### src/sv/cbcc_pkg.sv
// cbcc_pkg: shared constants, register codes and control structs
// for the color blob column centroid block; no dependencies

package cbcc_pkg;

    // frame geometry
    localparam int FRAME_COLUMNS = 512;
    localparam int HALF_COLUMNS  = FRAME_COLUMNS / 2;
    localparam int COL_W         = $clog2(FRAME_COLUMNS);
    localparam int REL_W         = COL_W + 1;

    // field widths
    localparam int HUE_W = 8;
    localparam int SAT_W = 8;
    localparam int AVG_W = 9;
    localparam int CFG_W = 8;

    // accumulator widths
    localparam int CNT_W = 19;
    localparam int SUM_W = 28;

    // divider sequencing: one quotient bit per cycle
    localparam int DIV_STEPS = SUM_W;
    localparam int STEP_W    = $clog2(DIV_STEPS);

    // saturation limits of the reported average
    localparam int AVG_MAX     = 255;
    localparam int AVG_MIN_MAG = 256;

    // saturation window ceiling
    localparam logic [SAT_W-1:0] SAT_MAX = 8'hFF;

    // configuration register indexes
    localparam int CFG_IDX_W = 2;
    localparam logic [CFG_IDX_W-1:0] CFG_TARGET_HUE  = 2'd0;
    localparam logic [CFG_IDX_W-1:0] CFG_TARGET_SAT  = 2'd1;
    localparam logic [CFG_IDX_W-1:0] CFG_SAT_TOL     = 2'd2;

    // configuration reset values
    localparam logic [CFG_W-1:0] RST_TARGET_HUE = 8'd0;
    localparam logic [CFG_W-1:0] RST_TARGET_SAT = 8'd0;
    localparam logic [CFG_W-1:0] RST_SAT_TOL    = 8'd5;

    // commands from controller to datapath
    typedef struct packed {
        logic accept;     // input request taken this cycle
        logic start_div;  // frame end with matches: load the divider
        logic step_div;   // one divider iteration
        logic load_div;   // write the frame result into the output register
    } cbcc_cmd_t;

    // status from datapath to controller
    typedef struct packed {
        logic need_div;   // current input closes a frame that has matches
    } cbcc_status_t;

endpackage

### src/sv/cbcc_ctrl.sv
// cbcc_ctrl: handshake and sequencing state machine for the centroid block
// depends on cbcc_pkg (command and status structs, divider step count)

module cbcc_ctrl (
    input  logic                    clk,
    input  logic                    rst_n,
    input  logic                    in_valid,
    output logic                    in_stall,
    output logic                    out_valid,
    input  logic                    out_stall,
    input  cbcc_pkg::cbcc_status_t  status,
    output cbcc_pkg::cbcc_cmd_t     cmd
);
    import cbcc_pkg::*;

    typedef enum logic [2:0] {
        ST_IDLE   = 3'b001,
        ST_DIVIDE = 3'b010,
        ST_FINISH = 3'b100
    } cbcc_state_t;

    cbcc_state_t         state_reg, state_next;
    logic [STEP_W-1:0]   step_cnt_reg, step_cnt_next;
    logic                out_valid_reg, out_valid_next;
    logic                out_free;
    logic                step_last;

    // output register can take a new request this cycle
    assign out_free  = !out_valid_reg || !out_stall;
    assign step_last = (step_cnt_reg == STEP_W'(DIV_STEPS - 1));

    assign in_stall  = !((state_reg == ST_IDLE) && out_free);
    assign out_valid = out_valid_reg;

    // next state and commands
    always_comb
    begin
        state_next     = state_reg;
        step_cnt_next  = step_cnt_reg;
        cmd            = '0;
        case (state_reg)
            ST_IDLE:
            begin
                if (in_valid && out_free)
                begin
                    cmd.accept = 1'b1;
                    if (status.need_div)
                    begin
                        cmd.start_div = 1'b1;
                        step_cnt_next = '0;
                        state_next    = ST_DIVIDE;
                    end
                end
            end
            ST_DIVIDE:
            begin
                cmd.step_div  = 1'b1;
                step_cnt_next = step_cnt_reg + 1'b1;
                if (step_last)
                begin
                    state_next = ST_FINISH;
                end
            end
            ST_FINISH:
            begin
                if (out_free)
                begin
                    cmd.load_div = 1'b1;
                    state_next   = ST_IDLE;
                end
            end
            default:
            begin
                state_next = ST_IDLE;
            end
        endcase
    end

    // output valid: set on load or no-divide accept, cleared when taken
    always_comb
    begin
        if ((cmd.accept && !cmd.start_div) || cmd.load_div)
        begin
            out_valid_next = 1'b1;
        end
        else if (!out_stall)
        begin
            out_valid_next = 1'b0;
        end
        else
        begin
            out_valid_next = out_valid_reg;
        end
    end

    // control registers
    always_ff @(posedge clk or negedge rst_n)
    begin
        if (!rst_n)
        begin
            state_reg     <= ST_IDLE;
            step_cnt_reg  <= '0;
            out_valid_reg <= 1'b0;
        end
        else
        begin
            state_reg     <= state_next;
            step_cnt_reg  <= step_cnt_next;
            out_valid_reg <= out_valid_next;
        end
    end

`ifndef SYNTHESIS
    // a frame end with matches always enters the divide sequence
    assert property (@(posedge clk) disable iff (!rst_n)
        cmd.start_div |=> (state_reg == ST_DIVIDE))
        else $error("divide sequence not started");

    // the divide sequence runs its full count before finishing
    assert property (@(posedge clk) disable iff (!rst_n)
        (state_reg == ST_DIVIDE) && step_last |=> (state_reg == ST_FINISH))
        else $error("divide sequence ended early or late");

    // a stalled result is never dropped
    assert property (@(posedge clk) disable iff (!rst_n)
        out_valid_reg && out_stall |=> out_valid_reg)
        else $error("stalled result lost");

    // a pending frame result holds the finish state while output is busy
    assert property (@(posedge clk) disable iff (!rst_n)
        (state_reg == ST_FINISH) && !out_free |=> (state_reg == ST_FINISH))
        else $error("frame result not held");
`endif

endmodule

### src/sv/cbcc_datapath.sv
// cbcc_datapath: configuration registers, color match, column accumulators,
// bit-serial divider and output register; depends on cbcc_pkg

module cbcc_datapath (
    input  logic                                clk,
    input  logic                                rst_n,
    input  logic                                cfg_we,
    input  logic [cbcc_pkg::CFG_IDX_W-1:0]      cfg_index,
    input  logic [cbcc_pkg::CFG_W-1:0]          cfg_data,
    input  logic [cbcc_pkg::HUE_W-1:0]          pixel_hue,
    input  logic [cbcc_pkg::SAT_W-1:0]          pixel_saturation,
    input  logic                                frame_end,
    output logic                                pixel_match,
    output logic                                frame_done,
    output logic                                color_found,
    output logic signed [cbcc_pkg::AVG_W-1:0]   average_column,
    input  cbcc_pkg::cbcc_cmd_t                 cmd,
    output cbcc_pkg::cbcc_status_t              status
);
    import cbcc_pkg::*;

    // configuration
    logic [CFG_W-1:0]       hue_cfg_reg, sat_cfg_reg, tol_cfg_reg;

    // accumulation state
    logic [COL_W-1:0]       col_reg, col_next;
    logic [CNT_W-1:0]       cnt_reg, cnt_next, cnt_final;
    logic [SUM_W-1:0]       sum_reg, sum_next, sum_final;

    // divider state
    logic [CNT_W-1:0]       rem_reg, rem_next;
    logic [SUM_W-1:0]       quo_reg, quo_next;
    logic [CNT_W-1:0]       dvs_reg;
    logic                   neg_reg;
    logic                   hold_match_reg;

    // output register
    logic                   match_out_reg, done_out_reg, found_out_reg;
    logic [AVG_W-1:0]       avg_out_reg;

    // combinational helpers
    logic [SAT_W-1:0]       win_lo, win_hi;
    logic [SAT_W:0]         hi_sum;
    logic                   match;
    logic signed [REL_W-1:0] rel_col;
    logic [SUM_W-1:0]       rel_ext;
    logic [SUM_W-1:0]       mag;
    logic [CNT_W:0]         trial;
    logic                   trial_ge;
    logic [AVG_W-1:0]       avg_sat;

    // configuration writes, unknown indexes ignored
    always_ff @(posedge clk or negedge rst_n)
    begin
        if (!rst_n)
        begin
            hue_cfg_reg <= RST_TARGET_HUE;
            sat_cfg_reg <= RST_TARGET_SAT;
            tol_cfg_reg <= RST_SAT_TOL;
        end
        else if (cfg_we)
        begin
            case (cfg_index)
                CFG_TARGET_HUE: hue_cfg_reg <= cfg_data;
                CFG_TARGET_SAT: sat_cfg_reg <= cfg_data;
                CFG_SAT_TOL:    tol_cfg_reg <= cfg_data;
                default:        ;
            endcase
        end
    end

    // saturation window clamped to the byte range, then the match test
    always_comb
    begin
        win_lo = (sat_cfg_reg < tol_cfg_reg) ? '0 : (sat_cfg_reg - tol_cfg_reg);
        hi_sum = {1'b0, sat_cfg_reg} + {1'b0, tol_cfg_reg};
        win_hi = hi_sum[SAT_W] ? SAT_MAX : hi_sum[SAT_W-1:0];
        match  = (pixel_hue == hue_cfg_reg) &&
                 (pixel_saturation >= win_lo) &&
                 (pixel_saturation <= win_hi);
    end

    // centered column and accumulator updates
    always_comb
    begin
        rel_col   = $signed({1'b0, col_reg}) - $signed(REL_W'(HALF_COLUMNS));
        rel_ext   = {{(SUM_W - REL_W){rel_col[REL_W-1]}}, rel_col};
        cnt_final = match ? (cnt_reg + 1'b1) : cnt_reg;
        sum_final = match ? (sum_reg + rel_ext) : sum_reg;
        mag       = sum_final[SUM_W-1] ? (~sum_final + 1'b1) : sum_final;
        status.need_div = frame_end && (cnt_final != '0);

        col_next = col_reg;
        cnt_next = cnt_reg;
        sum_next = sum_reg;
        if (cmd.accept)
        begin
            if (frame_end)
            begin
                col_next = '0;
                cnt_next = '0;
                sum_next = '0;
            end
            else
            begin
                col_next = (col_reg == COL_W'(FRAME_COLUMNS - 1)) ? '0 : (col_reg + 1'b1);
                cnt_next = cnt_final;
                sum_next = sum_final;
            end
        end
    end

    always_ff @(posedge clk or negedge rst_n)
    begin
        if (!rst_n)
        begin
            col_reg <= '0;
            cnt_reg <= '0;
            sum_reg <= '0;
        end
        else
        begin
            col_reg <= col_next;
            cnt_reg <= cnt_next;
            sum_reg <= sum_next;
        end
    end

    // restoring divider on the magnitude, one quotient bit per step
    always_comb
    begin
        trial    = {rem_reg, quo_reg[SUM_W-1]};
        trial_ge = (trial >= {1'b0, dvs_reg});
        rem_next = trial_ge ? CNT_W'(trial - {1'b0, dvs_reg}) : trial[CNT_W-1:0];
        quo_next = {quo_reg[SUM_W-2:0], trial_ge};
    end

    always_ff @(posedge clk)
    begin
        if (cmd.start_div)
        begin
            rem_reg        <= '0;
            quo_reg        <= mag;
            dvs_reg        <= cnt_final;
            neg_reg        <= sum_final[SUM_W-1];
            hold_match_reg <= match;
        end
        else if (cmd.step_div)
        begin
            rem_reg <= rem_next;
            quo_reg <= quo_next;
        end
    end

    // sign restore and saturation of the quotient
    always_comb
    begin
        if (neg_reg)
        begin
            if (quo_reg > SUM_W'(AVG_MIN_MAG))
            begin
                avg_sat = AVG_W'(-AVG_MIN_MAG);
            end
            else
            begin
                avg_sat = ~quo_reg[AVG_W-1:0] + 1'b1;
            end
        end
        else
        begin
            avg_sat = (quo_reg > SUM_W'(AVG_MAX)) ? AVG_W'(AVG_MAX) : quo_reg[AVG_W-1:0];
        end
    end

    // output register
    always_ff @(posedge clk)
    begin
        if (cmd.load_div)
        begin
            match_out_reg <= hold_match_reg;
            done_out_reg  <= 1'b1;
            found_out_reg <= 1'b1;
            avg_out_reg   <= avg_sat;
        end
        else if (cmd.accept && !cmd.start_div)
        begin
            match_out_reg <= match;
            done_out_reg  <= frame_end;
            found_out_reg <= 1'b0;
            avg_out_reg   <= '0;
        end
    end

    assign pixel_match    = match_out_reg;
    assign frame_done     = done_out_reg;
    assign color_found    = found_out_reg;
    assign average_column = $signed(avg_out_reg);

`ifndef SYNTHESIS
    // a frame end always returns the column counter and accumulators to zero
    assert property (@(posedge clk) disable iff (!rst_n)
        cmd.accept && frame_end |=> (col_reg == '0) && (cnt_reg == '0) && (sum_reg == '0))
        else $error("accumulators not cleared at frame end");

    // the divider is only loaded with a nonzero divisor
    assert property (@(posedge clk) disable iff (!rst_n)
        cmd.start_div |=> (dvs_reg != '0))
        else $error("divider loaded with zero count");

    // a found result is always a frame end
    assert property (@(posedge clk) disable iff (!rst_n)
        cmd.load_div |=> frame_done && color_found)
        else $error("frame result flags wrong");
`endif

endmodule

### src/sv/color_blob_column_centroid.sv
// color_blob_column_centroid: top level joining controller and datapath
// depends on cbcc_pkg, cbcc_ctrl and cbcc_datapath
//
// Usage: an HSV pixel stream enters on in_valid/in_stall, one request per
// pixel in raster order with frame_end on the last pixel of the frame. Each
// pixel gives exactly one result request on out_valid/out_stall carrying
// pixel_match; the result for the frame end pixel also carries frame_done,
// color_found and the truncated mean matched column relative to the centre.
// A pixel's result is registered in the cycle after acceptance, and a
// new pixel is taken every cycle while the output is drained. A frame end
// pixel with at least one match runs the bit-serial divider, one quotient bit
// per cycle, and its result is loaded through the finish state once the
// output register is free; no pixel is taken during that time. A frame end
// with no match is handled like any pixel.
// When the receiver stalls, the result register holds and in_stall rises
// until it drains. Reset clears the column counter, accumulators, state and
// output valid, and loads the register defaults (tolerance 5). The cfg port
// may be written only while no request is in flight.

module color_blob_column_centroid (
    input  logic                                clk,
    input  logic                                rst_n,
    input  logic                                cfg_we,
    input  logic [cbcc_pkg::CFG_IDX_W-1:0]      cfg_index,
    input  logic [cbcc_pkg::CFG_W-1:0]          cfg_data,
    input  logic                                in_valid,
    output logic                                in_stall,
    input  logic [cbcc_pkg::HUE_W-1:0]          pixel_hue,
    input  logic [cbcc_pkg::SAT_W-1:0]          pixel_saturation,
    input  logic                                frame_end,
    output logic                                out_valid,
    input  logic                                out_stall,
    output logic                                pixel_match,
    output logic                                frame_done,
    output logic                                color_found,
    output logic signed [cbcc_pkg::AVG_W-1:0]   average_column
);
    import cbcc_pkg::*;

    cbcc_cmd_t    cmd;
    cbcc_status_t status;

    // handshake and sequencing
    cbcc_ctrl u_ctrl (
        .clk       (clk),
        .rst_n     (rst_n),
        .in_valid  (in_valid),
        .in_stall  (in_stall),
        .out_valid (out_valid),
        .out_stall (out_stall),
        .status    (status),
        .cmd       (cmd)
    );

    // match, accumulation, divide and result register
    cbcc_datapath u_datapath (
        .clk              (clk),
        .rst_n            (rst_n),
        .cfg_we           (cfg_we),
        .cfg_index        (cfg_index),
        .cfg_data         (cfg_data),
        .pixel_hue        (pixel_hue),
        .pixel_saturation (pixel_saturation),
        .frame_end        (frame_end),
        .pixel_match      (pixel_match),
        .frame_done       (frame_done),
        .color_found      (color_found),
        .average_column   (average_column),
        .cmd              (cmd),
        .status           (status)
    );

endmodule
### config.mk
export PLATFORM = sky130hd
export DESIGN_NAME = color_blob_column_centroid
export DESIGN_NICKNAME = d
export VERILOG_FILES = /design/src/sv/cbcc_pkg.sv /design/src/sv/cbcc_ctrl.sv /design/src/sv/cbcc_datapath.sv /design/src/sv/color_blob_column_centroid.sv
export SDC_FILE = /design/constraint.sdc
export NUM_CORES = 1
export LEC_CHECK = 0
export ABC_CLOCK_PERIOD_IN_PS = 17800
export BUFFER_PORTS_ARGS = -buffer_cell sky130_fd_sc_hd__buf_2
export CAP_MARGIN = 10
export CELL_PAD_IN_SITES_DETAIL_PLACEMENT = 0
export CELL_PAD_IN_SITES_GLOBAL_PLACEMENT = 1
export CORE_UTILIZATION = 35
export DETAILED_ROUTE_END_ITERATION = 7
export PLACE_DENSITY = 0.6
export SYNTH_ARGS = -nofsm -noshare
export SYNTH_HDL_FRONTEND = slang
export SYNTH_HIERARCHICAL = 1
export SYNTH_SLANG_ARGS = --single-unit
### constraint.sdc
create_clock -name clk -period 17.8 [get_ports clk]
set_clock_uncertainty 0.2 [all_clocks]
set_input_delay 2.67 -clock clk [delete_from_list [all_inputs] [get_ports clk]]
set_output_delay 2.67 -clock clk [all_outputs]
set_load 0.03 [all_outputs]
==> qor.csv <==
stage;metric;value;unit
outcome;outcome;complete, no violations;
min_path;worstHoldPathType;reg2reg;
cells_and_area;area_delta_synth_final;10.44;%
critical_path;r2r-end;u_datapath/quo_reg[26];
global_route;grt-ovfl-total;0;
timing;maxSlewViolCount;0;
cts;cts_tree;built;
cts;cts_buffers;17;
critical_path;cp_slowest_stage_delay;0.58;ns
timing;setup_viol;0;
detailed_routing;initialDrtViolationCount;677;
min_path;min_from;u_datapath/color_found;
cts;htreeDepth;4;
timing;rsz0062_at_grt;false;
timing;min_period;8.041;ns
synth;ys_seq_area_frac;0.3603;
synth;syn_avg_cell_area;8.981;um^2
min_path;whs_endpoint;u_datapath/color_found;
global_route;antenna_found_initial;0;
floorplan;coreArea;34540;um^2
timing;hold_viol;0;
placed_design;place_hpwl;24.14;mm
critical_path;startpoint_type;register;
synth;synth_cells;1367;
detailed_routing;via_per_inst;5.424;
critical_path;setup.worst_path.class;reg2reg;
critical_path;arrival;8.14;ns
cells_and_area;nets;1511;
global_route;grtUsageTotal;0.1872;
critical_path;rr_worst_depth;30;
flow_run;cap_violations;0;
floorplan;ioPinCount;46;
cts;root_buffer;clkbuf_16;
critical_path;r2r_slack;9.76;ns
synth;syn-cell-area;12280;um^2
global_route;grt_pass1_vias;9533;
cts;clkSlewWorstSetupHoldPaths;0.08;ns
synth;synth_ff_type;dfrtp_1;
placed_design;io_buffers;45;
cts;cts_max_path_buffers;2;
cts;hold_buffers;0;
critical_path;critPathMaxFanout;46;
cells_and_area;fin_cells;1859;
cells_and_area;post-route-util;0.3925;
detailed_routing;dr.pass1.iters;6;
critical_path;critPathCaptureType;register;
critical_path;required;17.89;ns
timing;finalSetupTns;0;ns
cells_and_area;antenna_cells;0;
synth;synth_warnings;6;
timing;fmax;0.1244;GHz
detailed_routing;vias;10080;
cts;clkLatencyLatePin;0.45;ns
cts;ctsResizeCount;0;
detailed_routing;remaining_drc_errors;0;
critical_path;r2r-start;u_datapath/tol_cfg_reg[2];
critical_path;crit_top_cell;nor2_1;
floorplan;initial_utilization;0.3554;
global_route;grt_max_degree;69;
timing;post-route-period-util;0.4518;
min_path;holdPathStages;2;
detailed_routing;wl_per_cell;17.48;um
synth;ys_types;91;
detailed_routing;routed_wirelength;32.50;mm
global_route;grt_pass1_wl;53.19;mm
cts;cts_sinks;169;
synth;synth_seq_cells;169;
floorplan;die_y;189.3;um
floorplan;die_w;189.3;um
cells_and_area;n_fill_cell;3551;
cells_and_area;layout_commonest_cell;nor2_1;
placed_design;dp_cells;1826;
power;ir_drop;74.58;uV
timing;relSlewSlack;0.2262;
floorplan;fp.dieArea;35830;um^2
synth;synth_edf_count;59;
critical_path;critPathSlowestCell;nor3_1;
cts;post_cts_buffers;0;
cells_and_area;drive_gt1_frac;0.1211;
placed_design;gp_congestion;0.8493;
timing;worstMarginPinSlew;1.158;ns
floorplan;rows;68;
synth;async_flop_share;0.5266;
power;power_density;111.1;nW/um^2
cells_and_area;layout_common_cells;nor2_1, inv_1, a21oi_1;
detailed_routing;ant_nets;0;
synth;syn_nets;1487;
power;cellLeakagePower;5.701;nW
power breakdown:
group / internal [mW] / total (mW) / switching (mW)
sequential: 0.458 / 0.502 / 0.0435
clock: 0.213 / 0.394 / 0.182
combinational: 0.246 / 0.610 / 0.363
total: 0.917 / 1.51 / 0.589
through the flow:
| step | worst slack (ns) | power, mW | cell area, um^2 | hold WS [ns] |
|---|---|---|---|---|
| floorplan | 9.872 | 0.9588 | 12280 | 0.2610 |
| global placement | 9.487 | 1.116 | 12950 | 0.2469 |
| detailed placement | 9.261 | 1.116 | 12950 | 0.2399 |
| CTS | 9.643 | 1.518 | 13550 | 0.2505 |
| global route | 8.885 | 1.612 | 13560 | 0.2690 |
| finish | 9.759 | 1.506 | 13560 | 0.2496 |
worst max-delay path by stage:
stage,start,to
6_report,u_datapath/tol_cfg_reg[2],u_datapath/quo_reg[26]
5_1_grt,u_datapath/tol_cfg_reg[2],u_datapath/quo_reg[26]
4_1_cts,u_datapath/tol_cfg_reg[2],u_datapath/quo_reg[26]
3_5_place_dp,pixel_saturation[6],u_datapath/quo_reg[26]
3_3_place_gp,pixel_saturation[6],u_datapath/quo_reg[26]
2_1_floorplan,pixel_saturation[6],u_datapath/quo_reg[0]
routing by layer:
layer  wire length (um)  vias to the layer above  GRT usage  share of wire
li1                   -                     5047          -              -
met1              17250                     4834     0.2848           0.53
met2              13920                      186     0.2760           0.43
met3               1022                       17    0.02817          0.031
met4                309                        0    0.04094         0.0095
met5                  0                        -          0              0
cell type report:
class | count | area [um^2] | share of cell area
Clock buffer | 17 | 425.4 | 0.03138
Clock inverter | 15 | 175.2 | 0.01292
Inverter | 115 | 431.7 | 0.03184
Multi-Input combinational cell | 1031 | 7218 | 0.5324
Sequential cell | 169 | 4423 | 0.3262
Tap cell | 455 | 569.3 | 0.04199
Timing Repair Buffer | 57 | 315.3 | 0.02326
critical path, delay by kind of cell, from the launching register on:
family | cells | cell delay, ns
buffers and inverters | 4 | 1.27
AO/OA/AOI/OAI | 12 | 3.03
AND/OR/NAND/NOR | 11 | 1.86
adder cells (fa/ha/maj) | 2 | 0.66
XOR/XNOR | 1 | 0.27
flip-flops | 1 | 0.54
cells by family after synthesis:
family,synth area share
simple gates,0.1678
compound gates,0.2053
buf+inv,0.05320
flops,0.3603
xor+xnor,0.06981
mux,0.05157
fa+ha+maj,0.09213
Yosys cell counts, drive strengths merged, types with 6 or more instances:
| cell | n | area (um^2) |
|---|---|---|
| a21oi | 101 | 509.2 |
| o31a | 9 | 78.83 |
| o41ai | 7 | 76.32 |
| nand2 | 99 | 374.1 |
| clkbuf | 36 | 137.6 |
| edfxtp | 59 | 1772 |
| a21o | 21 | 157.7 |
| nand2b | 6 | 37.54 |
| nor2 | 115 | 431.7 |
| o22ai | 33 | 206.5 |
| nor4 | 20 | 146.4 |
| or4 | 7 | 52.55 |
| xnor2 | 66 | 585.6 |
| o31ai | 13 | 116.4 |
| or2 | 7 | 43.79 |
| or3 | 13 | 81.33 |
| xor2 | 31 | 271.5 |
| buf | 16 | 83.83 |
| mux2 | 39 | 442.9 |
| nor3b | 9 | 67.56 |
| o21ai | 79 | 399.1 |
| a31oi | 8 | 50.05 |
| a211oi | 27 | 237.7 |
| mux2i | 19 | 190.2 |
| nor2b | 10 | 62.56 |
| dfrtp | 86 | 2152 |
| o21bai | 8 | 60.06 |
| and3 | 17 | 106.4 |
| nand3 | 33 | 165.2 |
| dfxtp | 21 | 420.4 |
| inv | 115 | 431.7 |
| ha | 84 | 1051 |
| nor3 | 29 | 150.1 |
| and4 | 6 | 52.55 |
| nand4 | 20 | 131.4 |
| o211ai | 22 | 165.2 |
Power figures use the tool's default switching activity.
